$ cat config.mk
export PLATFORM = sky130hd
export DESIGN_NAME = page_table_walker
export DESIGN_NICKNAME = d
export VERILOG_FILES = /design/src/hdl/ptw_pkg.sv /design/src/hdl/ptw_step.sv /design/src/hdl/page_table_walker.sv
export SDC_FILE = /design/constraint.sdc
export NUM_CORES = 1
export LEC_CHECK = 0
export ABC_AREA = 1
export BUFFER_PORTS_ARGS = -buffer_cell sky130_fd_sc_hd__buf_2
export CAP_MARGIN = 10
export CORE_AREA = 2 2 167 169
export DETAILED_ROUTE_END_ITERATION = 7
export DIE_AREA = 0 0 169 171
export GPL_ROUTABILITY_DRIVEN = 0
export PLACE_DENSITY = 0.79
export SYNTH_ARGS = -nofsm -noshare
export SYNTH_HDL_FRONTEND = slang
export SYNTH_SLANG_ARGS = --single-unit
$ cat constraint.sdc
create_clock -name clock -period 8.65 [get_ports clock]
set_clock_uncertainty 0.05 [all_clocks]
set_input_delay 0 -clock clock [delete_from_list [all_inputs] [get_ports clock]]
set_output_delay 0 -clock clock [all_outputs]
set_load 0.005 [all_outputs]
$ cat src/hdl/ptw_pkg.sv
// Package for the page table walker: widths, codes, item types and helpers.
package ptw_pkg;

   localparam int PHYS_ADDR_BITS = 52;           // implemented physical address bits
   localparam int ADDR_W         = 52;           // width of address fields in a result
   localparam int VA_W           = 48;
   localparam int DATA_W         = 64;
   localparam int PAGE_BITS      = 12;
   localparam int IDX_W          = 9;
   localparam int LEVEL_W        = 2;
   localparam int FAULT_LEVEL_W  = 3;

   localparam int ENTRY_PRESENT_BIT = 0;
   localparam int ENTRY_LARGE_BIT   = 7;

   typedef enum logic {
      CMD_START = 1'b0,
      CMD_RESP  = 1'b1
   } command_type;

   typedef enum logic [1:0] {
      KIND_READ  = 2'd0,
      KIND_DONE  = 2'd1,
      KIND_FAULT = 2'd2
   } kind_type;

   typedef enum logic [1:0] {
      SIZE_4K = 2'd0,
      SIZE_2M = 2'd1,
      SIZE_1G = 2'd2
   } leaf_size_type;

   typedef enum logic [1:0] {
      CAUSE_NONE        = 2'd0,
      CAUSE_ZERO_FRAME  = 2'd1,
      CAUSE_READ_ERROR  = 2'd2,
      CAUSE_NOT_PRESENT = 2'd3
   } fault_cause_type;

   // table levels, numbered by the entry being read
   localparam logic [LEVEL_W-1:0] LVL_PML4 = 2'd0;
   localparam logic [LEVEL_W-1:0] LVL_PDPT = 2'd1;
   localparam logic [LEVEL_W-1:0] LVL_PD   = 2'd2;
   localparam logic [LEVEL_W-1:0] LVL_PT   = 2'd3;

   localparam logic [FAULT_LEVEL_W-1:0] FLVL_ROOT = 3'd0;

   typedef struct packed {
      command_type       command;
      logic [VA_W-1:0]   virt_addr;
      logic [DATA_W-1:0] mem_data;
      logic              mem_error;
   } req_type;

   typedef struct packed {
      kind_type                 result_kind;
      logic [ADDR_W-1:0]        read_addr;
      logic [ADDR_W-1:0]        phys_addr;
      leaf_size_type            leaf_size;
      fault_cause_type          fault_cause;
      logic [FAULT_LEVEL_W-1:0] fault_level;
   } rsp_type;

   typedef struct packed {
      logic              active;
      logic [LEVEL_W-1:0] level;
      logic [VA_W-1:0]   held_va;
   } walk_type;

   // 9-bit table index of a virtual address at a level
   function automatic logic [IDX_W-1:0] va_index(input logic [VA_W-1:0] va,
                                                 input logic [LEVEL_W-1:0] lvl);
      logic [IDX_W-1:0] idx;
      case (lvl)
         LVL_PML4: idx = va[47:39];
         LVL_PDPT: idx = va[38:30];
         LVL_PD:   idx = va[29:21];
         LVL_PT:   idx = va[20:12];
         default:  idx = '0;
      endcase
      return idx;
   endfunction

   // in-page offset mask of a leaf reached at a level
   function automatic logic [ADDR_W-1:0] offset_mask(input logic [LEVEL_W-1:0] lvl);
      logic [ADDR_W-1:0] mask;
      case (lvl)
         LVL_PDPT: mask = (ADDR_W'(1) << 30) - ADDR_W'(1);
         LVL_PD:   mask = (ADDR_W'(1) << 21) - ADDR_W'(1);
         default:  mask = (ADDR_W'(1) << PAGE_BITS) - ADDR_W'(1);
      endcase
      return mask;
   endfunction

endpackage

$ cat src/hdl/ptw_step.sv
// Walk step: decodes one item against the walk state, gives next state and result.
module ptw_step (
   input  ptw_pkg::walk_type                                      walk,
   input  logic [ptw_pkg::PHYS_ADDR_BITS-1:ptw_pkg::PAGE_BITS]    root_frame,
   input  ptw_pkg::req_type                                       req,
   output ptw_pkg::walk_type                                      walk_next,
   output logic                                                   rsp_valid,
   output ptw_pkg::rsp_type                                       rsp
);
   import ptw_pkg::*;

   logic [PHYS_ADDR_BITS-1:PAGE_BITS] data_frame;
   logic [ADDR_W-1:0]                 frame_addr;
   logic [ADDR_W-1:0]                 ofs;
   logic [LEVEL_W-1:0]                next_level;
   logic [FAULT_LEVEL_W-1:0]          entry_level;
   logic                              is_leaf;

   assign data_frame  = req.mem_data[PHYS_ADDR_BITS-1:PAGE_BITS];
   assign frame_addr  = ADDR_W'({data_frame, PAGE_BITS'(0)});
   assign ofs         = offset_mask(walk.level);
   assign next_level  = walk.level + LEVEL_W'(1);
   assign entry_level = FAULT_LEVEL_W'(walk.level) + FAULT_LEVEL_W'(1);
   // PML4 large bit is ignored; a PT entry is always a leaf
   assign is_leaf = (walk.level == LVL_PT) ||
                    ((walk.level inside {LVL_PDPT, LVL_PD}) &&
                     req.mem_data[ENTRY_LARGE_BIT]);

   always_comb begin
      walk_next = walk;
      rsp_valid = 1'b0;
      rsp       = '{result_kind: KIND_READ, read_addr: '0, phys_addr: '0,
                    leaf_size: SIZE_4K, fault_cause: CAUSE_NONE, fault_level: '0};

      if (req.command == CMD_START) begin
         walk_next.held_va = req.virt_addr;
         rsp_valid         = 1'b1;
         if (root_frame == '0) begin
            walk_next.active = 1'b0;
            walk_next.level  = LVL_PML4;
            rsp.result_kind  = KIND_FAULT;
            rsp.fault_cause  = CAUSE_ZERO_FRAME;
            rsp.fault_level  = FLVL_ROOT;
         end else begin
            walk_next.active = 1'b1;
            walk_next.level  = LVL_PML4;
            rsp.read_addr    = ADDR_W'({root_frame, va_index(req.virt_addr, LVL_PML4),
                                        3'b000});
         end
      end else if (walk.active) begin
         rsp_valid = 1'b1;
         if (req.mem_error) begin
            walk_next.active = 1'b0;
            walk_next.level  = LVL_PML4;
            rsp.result_kind  = KIND_FAULT;
            rsp.fault_cause  = CAUSE_READ_ERROR;
            rsp.fault_level  = entry_level;
         end else if (!req.mem_data[ENTRY_PRESENT_BIT]) begin
            walk_next.active = 1'b0;
            walk_next.level  = LVL_PML4;
            rsp.result_kind  = KIND_FAULT;
            rsp.fault_cause  = CAUSE_NOT_PRESENT;
            rsp.fault_level  = entry_level;
         end else if (is_leaf) begin
            walk_next.active = 1'b0;
            walk_next.level  = LVL_PML4;
            rsp.result_kind  = KIND_DONE;
            rsp.phys_addr    = (frame_addr & ~ofs) | (ADDR_W'(walk.held_va) & ofs);
            case (walk.level)
               LVL_PDPT: rsp.leaf_size = SIZE_1G;
               LVL_PD:   rsp.leaf_size = SIZE_2M;
               default:  rsp.leaf_size = SIZE_4K;
            endcase
         end else if (data_frame == '0) begin
            walk_next.active = 1'b0;
            walk_next.level  = LVL_PML4;
            rsp.result_kind  = KIND_FAULT;
            rsp.fault_cause  = CAUSE_ZERO_FRAME;
            rsp.fault_level  = entry_level;
         end else begin
            walk_next.level = next_level;
            rsp.read_addr   = ADDR_W'({data_frame, va_index(walk.held_va, next_level),
                                       3'b000});
         end
      end
   end

endmodule

$ cat src/hdl/page_table_walker.sv
// Four-level x86-64 page table walker: top level with walk state and result buffering.
//
// Translates a 48-bit virtual address by reading one page table entry at a
// time. A start item latches the address and gives either a read request for
// the PML4 entry or, when the root frame is zero, a fault at level 0. Each
// response item from memory gives one result: the next read request, the
// translated address with its page size (1G, 2M or 4K), or a fault with its
// cause and level. A response while no walk is active is dropped without a
// result; a start during a walk abandons the walk. The root register is
// written through the csr port and should only be changed while idle.
// Rate: one item per cycle while req_stall is low. An item is decoded in the
// same cycle it is accepted; its result is registered before it shows on rsp. A
// two-entry output (result register plus skid register) lets req keep
// flowing while rsp is stalled; req_stall is raised only while the skid
// register is occupied, and comes straight from a flop.
module page_table_walker (
   input  logic                  clock,
   input  logic                  reset,
   input  logic                  req_valid,
   output logic                  req_stall,
   input  ptw_pkg::req_type      req_item,
   output logic                  rsp_valid,
   input  logic                  rsp_stall,
   output ptw_pkg::rsp_type      rsp_item,
   input  logic                  csr_write_enable,
   input  logic [63:0]           csr_write_data
);
   import ptw_pkg::*;

   logic [PHYS_ADDR_BITS-1:PAGE_BITS] root_frame_ff, root_frame_in;
   walk_type                          walk_ff, walk_in;
   logic                              rsp_valid_ff, rsp_valid_in;
   rsp_type                           rsp_item_ff, rsp_item_in;
   logic                              skid_valid_ff, skid_valid_in;
   rsp_type                           skid_item_ff, skid_item_in;

   walk_type step_walk;
   logic     step_valid;
   rsp_type  step_rsp;
   logic     req_accept;
   logic     out_free;
   logic     new_valid;

   ptw_step u_step (
      .walk       (walk_ff),
      .root_frame (root_frame_ff),
      .req        (req_item),
      .walk_next  (step_walk),
      .rsp_valid  (step_valid),
      .rsp        (step_rsp)
   );

   assign req_stall  = skid_valid_ff;
   assign req_accept = req_valid && !skid_valid_ff;
   assign out_free   = !rsp_valid_ff || !rsp_stall;
   assign new_valid  = req_accept && step_valid;

   assign rsp_valid = rsp_valid_ff;
   assign rsp_item  = rsp_item_ff;

   always_comb begin
      root_frame_in = root_frame_ff;
      if (csr_write_enable) begin
         root_frame_in = csr_write_data[PHYS_ADDR_BITS-1:PAGE_BITS];
      end
      walk_in = req_accept ? step_walk : walk_ff;
   end

   // output register, backed by a skid slot while rsp is stalled
   always_comb begin
      rsp_valid_in  = rsp_valid_ff;
      rsp_item_in   = rsp_item_ff;
      skid_valid_in = skid_valid_ff;
      skid_item_in  = skid_item_ff;
      if (out_free) begin
         if (skid_valid_ff) begin
            rsp_valid_in  = 1'b1;
            rsp_item_in   = skid_item_ff;
            skid_valid_in = 1'b0;
         end else begin
            rsp_valid_in = new_valid;
            rsp_item_in  = step_rsp;
         end
      end else if (new_valid) begin
         skid_valid_in = 1'b1;
         skid_item_in  = step_rsp;
      end
   end

   always_ff @(posedge clock) begin
      if (reset) begin
         root_frame_ff <= '0;
         walk_ff       <= '0;
         rsp_valid_ff  <= 1'b0;
         skid_valid_ff <= 1'b0;
      end else begin
         root_frame_ff <= root_frame_in;
         walk_ff       <= walk_in;
         rsp_valid_ff  <= rsp_valid_in;
         skid_valid_ff <= skid_valid_in;
      end
   end

   always_ff @(posedge clock) begin
      rsp_item_ff  <= rsp_item_in;
      skid_item_ff <= skid_item_in;
   end

   // skid slot only fills behind a held result
   a_skid_behind_out: assert property (@(posedge clock) disable iff (reset)
      skid_valid_ff |-> rsp_valid_ff)
      else $error("skid item present without result item");

   // idle walk always parks at the PML4 level
   a_idle_level: assert property (@(posedge clock) disable iff (reset)
      !walk_ff.active |-> (walk_ff.level == LVL_PML4))
      else $error("idle walk with nonzero level");

   // a done or fault result ends the walk
   a_end_goes_idle: assert property (@(posedge clock) disable iff (reset)
      (new_valid && (step_rsp.result_kind != KIND_READ)) |=> !walk_ff.active)
      else $error("walk still active after final result");

   // a response with no walk in progress yields nothing
   a_idle_resp_dropped: assert property (@(posedge clock) disable iff (reset)
      (req_accept && (req_item.command == CMD_RESP) && !walk_ff.active) |-> !step_valid)
      else $error("result produced for response while idle");

   // an accepted start latches the address; the step also always gives it a result
   a_start_result: assert property (@(posedge clock) disable iff (reset)
      (req_accept && (req_item.command == CMD_START)) |=>
         (walk_ff.held_va == $past(req_item.virt_addr)))
      else $error("start item did not latch virtual address");

endmodule
==> results.yml, run 1 <==
status:
  status: "complete, no violations"
setup_path:
  critPathMaxFanout: 93
  cp_data_arrival_time_ps: 4930
  start_kind: "flip-flop"
  end_kind: "flip-flop"
  worst-setup-path-type: "reg -> reg"
  required_ps: 8730
clock_network:
  cts_buffer_depth: 3
  root_buffer: "clkbuf_16"
  cts_made_buffers: 34
  cts_tree: "done"
  cts.sinks: 313
  clkLatencyLatePin_ps: 520
  h-tree-depth: 2
  clkTransAtPathRegs_ps: 60
  postCtsSetupBuffers: 0
power:
  p_per_area_nw_per_um2: 198
  pwr-share-comb_pct: 8.8
  swShare_pct: 23.6
  p_leak_nw: 7.64
  ir_drop_mv: 0.156
  p_seq_share_pct: 50.5
  clkPwrFrac_pct: 40.7
  netSwitchingPower_mw: 0.796
  intPower_mw: 2.58
layout:
  final_cell_count_no_fill: 2097
  nets: 1910
  drive_gt1_share_pct: 19.6
  register_area_sq_um: 8470
  final_area_sq_um: 17100
  area_growth_pct: 30.5
  fillers: 2094
  multi_input_area_sq_um: 4020
die:
  std_cell_rows: 61
  num_io_pins: 298
  start_util_pct: 47.9
  die_y_microns: 171
  dieArea_sq_um: 28900
  die_w_microns: 169
  coreArea_sq_um: 27300
yosys:
  synth-seq-cells: 313
  synth_seq_area_share_pct: 64.8
  syn_area_sq_um: 13100
  yosys_warnings: 0
  syn_area_per_cell_sq_um: 9.67
  syn_inst: 1352
  yosys.cell_types.count: 30
timing:
  fmax_mhz: 206
  rsz0062_at_grt: "false"
  slew_headroom_pct: 16.4
  tightest_slew_ps: 1250
  setup_viol: 0
  setup_tns_ps: 0
  period_share_pct: 56.1
  slew_viol_final: 0
  hold_viol_final: 0
  fin_crit_ps: 4850
global_routing:
  grt_most_used_layer: "met2"
  grt-ovfl-total: 0
  grt_max_degree: 94
  antenna_found_initial: 2
  grt_pass1_vias: 11335
  grt_use_met2_pct: 45.7
  grt_pass1_wl_microns: 61200
  grtUsageMet3_pct: 3.89
  met1_usage_pct: 35.7
  gr-usage-all-layers_pct: 27.4
routing:
  wirelength_microns: 41300
  drtIter0Drc: 1328
  dr.pass1.iters: 7
  ant_nets: 0
  route.vias.total: 11672
  post_drt_wl_per_cell_microns: 19.7
  viasPerCell: 5.57
  drc_errors: 0
place:
  dpl.cell_count: 1878
  io_buffers: 248
  place_area_sq_um: 14500
  dp_hpwl_microns: 23200
run:
  max_cap_viol_count: 0
worst_hold_path:
  hp-class: "in -> reg"
## path summary, 6_finish.rpt
| kind | from | to | slack, ps | cells past startpoint |
|---|---|---|---|---|
| max | req_stall | skid_item_ff[35] | 3800 | 6 |
| min | req_item[8] | skid_item_ff[111] | 20 | 5 |
| max reg2reg | req_stall | skid_item_ff[35] | 3800 | 6 |
| min reg2reg | walk_ff[6] | walk_ff[6] | 410 | 2 |
## sequential cells by signal, indices dropped and copies added (netlist names)
register / flops
req_stall: 1
rsp_item: 110
root_frame_ff: 40
rsp_valid: 1
skid_item_ff: 110
walk_ff: 51
## Yosys cell counts (all sizes together)
library cell,instances,area share [%]
o22ai,9,0.43
edfxtp,220,51
inv,72,2.1
a21oi,60,2.4
nor2,205,6.2
nand3,56,2.1
a31oi,22,1.1
conb,1,0.029
clkbuf,58,1.7
nand4,8,0.38
buf,19,0.94
clkinv,1,0.029
a211oi,9,0.67
nand2,392,12
o21ai,121,5.2
dfxtp,93,14
ha,6,0.57
## timing repair
action / in CTS / in global routing
hold buffers: 153 / 0
hold endpoints to repair: 259 / 0
resized for setup: 0 / 0
endpoints found under the setup margin: 0 / 0
## routing by layer
layer | up-vias | routed length [microns]
met5 | - | 0
met4 | 0 | 2200
met3 | 164 | 3520
met2 | 786 | 19600
met1 | 5467 | 16000
li1 | 5255 | -
## worst max-delay path, stage by stage, from the launching register on
cell and delay (ps):
dfxtp_4 660, inv_4 640, nand2_1 100, inv_1 560
o21ai_0 420, nor2_4 970, buf_4 950
## logic make-up after synthesis
group	count (synthesis)	synth area share, %
flops	313	64.8
simple gates	661	20.2
compound gates	221	9.71
buf+inv	150	4.70
fa+ha+maj	6	0.574
other cells	1	0.0287
## per-stage QoR
| step | power [mW] | util (%) | setup WS, ps | hold slack, ps |
|---|---|---|---|---|
| 3_5_place_dp | 1.96 | 53.0 | 3800 | 179 |
| 6_report | 3.37 | 62.5 | 3800 | 23.5 |
| 3_3_place_gp | 1.95 | 53.0 | 3870 | 175 |
| 4_1_cts | 3.36 | 62.4 | 3780 | 9.49 |
| 2_1_floorplan | 1.84 | - | 274 | 84.9 |
| 5_1_grt | 3.47 | 62.4 | 3390 | 54.2 |
## power groups by stage
stage,combinational [mW],clock [mW],sequential [mW]
6_report,0.296,1.37,1.71
3_3_place_gp,0.223,0,1.73
4_1_cts,0.283,1.37,1.70
2_1_floorplan,0.110,0,1.73
3_5_place_dp,0.228,0,1.73
5_1_grt,0.319,1.44,1.71
## placed cells by master (no fill, tap or decap)
cell           instances
a211oi_1               5
a211oi_2               4
a21oi_1               57
a21oi_2                3
a31oi_1               22
buf_2                248
buf_4                  7
bufinv_16              1
clkbuf_1              12
clkbuf_16             34
clkbuf_8               2
clkinv_1               7
clkinv_2               2
clkinv_8               1
clkinvlp_4             1
conb_1                 3
dfxtp_1               92
dfxtp_4                1
diode_2                5
dlygate4sd3_1        153
edfxtp_1             220
ha_1                   6
inv_1                 67
inv_2                  4
inv_4                  1
inv_6                  2
nand2_1              385
nand2_2                3
nand2_4                3
nand2_8                1
nand3_1               56
nand4_1                8
nor2_1               200
nor2_4                 4
nor2_8                 1
o21ai_0              102
o21ai_2               19
o22ai_1                9
## area by class of cell
type	instances	area share, %
Timing Repair Buffer	408	16.6
Clock inverter	13	0.609
Inverter	73	1.62
Sequential cell	313	49.6
Antenna cell	5	0.0733
Tap cell	346	2.54
Clock buffer	48	5.41
Multi-Input combinational cell	891	23.6
Power figures use the tool's default switching activity.
==> run 2: changes to the inputs <==
Settings changed: CORE_AREA 2 2 167 169 to 2 2 165 167, DIE_AREA 0 0 169 171 to 0 0 167 169, PLACE_DENSITY 0.79 to 0.78.
Clock period 8.65 ns to 4.7 ns, I/O delays scaled along.
==> results.yml, run 2 (synthesized netlist as in run 1, its figures left out) <==
place:
  io_buffers: 248
  dp_hpwl_microns: 23100
  dpl.cell_count: 1874
  place_area_sq_um: 14500
global_routing:
  grt_pass1_wl_microns: 61200
  antenna_found_initial: 2
  grt_pass1_vias: 11279
  gr-usage-all-layers_pct: 27.8
  grt-ovfl-total: 0
  grt_max_degree: 94
timing:
  fmax_mhz: 274
  slew_viol_final: 0
  slew_headroom_pct: 17.8
  hold_viol_final: 0
  tightest_slew_ps: 1230
  fin_crit_ps: 3650
  setup_tns_ps: 0
  rsz0062_at_grt: "false"
  period_share_pct: 77.8
  setup_viol: 0
setup_path:
  worst-setup-path-type: "reg -> reg"
  r2r_cells: 8
  cp_data_arrival_time_ps: 4050
  start_kind: "flip-flop"
  critPathMaxFanout: 93
  required_ps: 5090
  end_kind: "flip-flop"
clock_network:
  postCtsSetupBuffers: 0
  root_buffer: "clkbuf_16"
  cts_buffer_depth: 3
  cts_tree: "done"
  h-tree-depth: 2
  clkTransAtPathRegs_ps: 60
  clkLatencyLatePin_ps: 500
  cts.sinks: 313
  cts_made_buffers: 34
layout:
  nets: 1910
  final_cell_count_no_fill: 2089
  area_growth_pct: 30.5
  drive_gt1_share_pct: 19.9
  post-route-util_pct: 64.4
  final_common_cell: "nand2_1"
  fillers: 2002
  final_cell_mix: "385 x nand2_1, 248 x buf_2, 220 x edfxtp_1"
  final_area_sq_um: 17100
worst_hold_path:
  hold_depth: 5
  hp-class: "in -> reg"
power:
  p_per_area_nw_per_um2: 363
  ir_drop_mv: 0.239
  power.total_mw: 6.19
  p_leak_nw: 7.66
routing:
  drtIter0Drc: 1346
  viasPerCell: 5.55
  wirelength_microns: 40100
  route.vias.total: 11584
  ant_nets: 0
  dr.pass1.iters: 8
  drc_errors: 1
  post_drt_wl_per_cell_microns: 19.2
die:
  dieArea_sq_um: 28200
  num_io_pins: 298
  die_w_microns: 167
  std_cell_rows: 60
  start_util_pct: 49.3
  coreArea_sq_um: 26500
  die_y_microns: 169
run:
  max_cap_viol_count: 0
status:
  status: "finished with violations"
  violations: "design-rule violations"
[run 2: cell count changes in the layout (fill, tap and decap cells not counted), moves of 2 or more]
cell / previous run / this run
clkinv_1: 7 / 1
clkinv_2: 2 / 5
diode_2: 5 / 2
clkbuf_1: 12 / 14
clkbuf_8: 2 / 4
[run 2: cell type report]
class	instances	area, sq um	share of cell area [%]
sequential	313	8470	49.6
tap	341	427	2.50
timing repair buffer	408	2840	16.6
multi-input combinational	891	4020	23.6
inverter	73	277	1.62
clock inverter	7	40.0	0.235
antenna	2	5.00	0.0293
clock buffer	54	991	5.81
[run 2: layer usage]
metal	track usage, %	share of wire (%)	vias to the layer above
met5	0	0	-
li1	-	-	5257
met3	4.75	9.1	164
met2	44.2	47	788
met4	15.0	5.1	0
met1	36.6	39	5375
[run 2: final timing paths]
check	startpoint	end	slack (ps)
worst min-delay path	req_item[8]	skid_item_ff[111]	60
worst max-delay path	req_stall	walk_ff[37]	1050
worst max register to register	req_stall	walk_ff[37]	1050
worst min register to register	walk_ff[8]	walk_ff[8]	410
[run 2: what timing repair did]
action	CTS	global route
hold endpoints to repair	253	0
hold buffers	152	0
resized for setup	0	0
[run 2: report_power, final]
part | switching, mW | internal (mW) | leakage [nW] | total, mW
registers | 0.0613 | 3.07 | 3.15 | 3.14
clock network | 1.06 | 1.45 | 0.510 | 2.51
logic | 0.303 | 0.237 | 4.00 | 0.540
total | 1.42 | 4.76 | 7.66 | 6.19
[run 2: metrics by stage]
step	setup WS [ps]	hold slack, ps
5_1_grt	826	74.2
3_5_place_dp	1270	176
4_1_cts	1120	36.8
6_report	1050	62.4
2_1_floorplan	130	84.9
3_3_place_gp	1340	172
[run 2: worst max-delay path: stages, from the launching register on]
cell	delay, ps
dfxtp_4	1020
inv_4	440
nand2_1	150
inv_1	340
nand2_2	360
buf_4	330
nand2_1	100
a21oi_1	160
dlygate4sd3_1	580
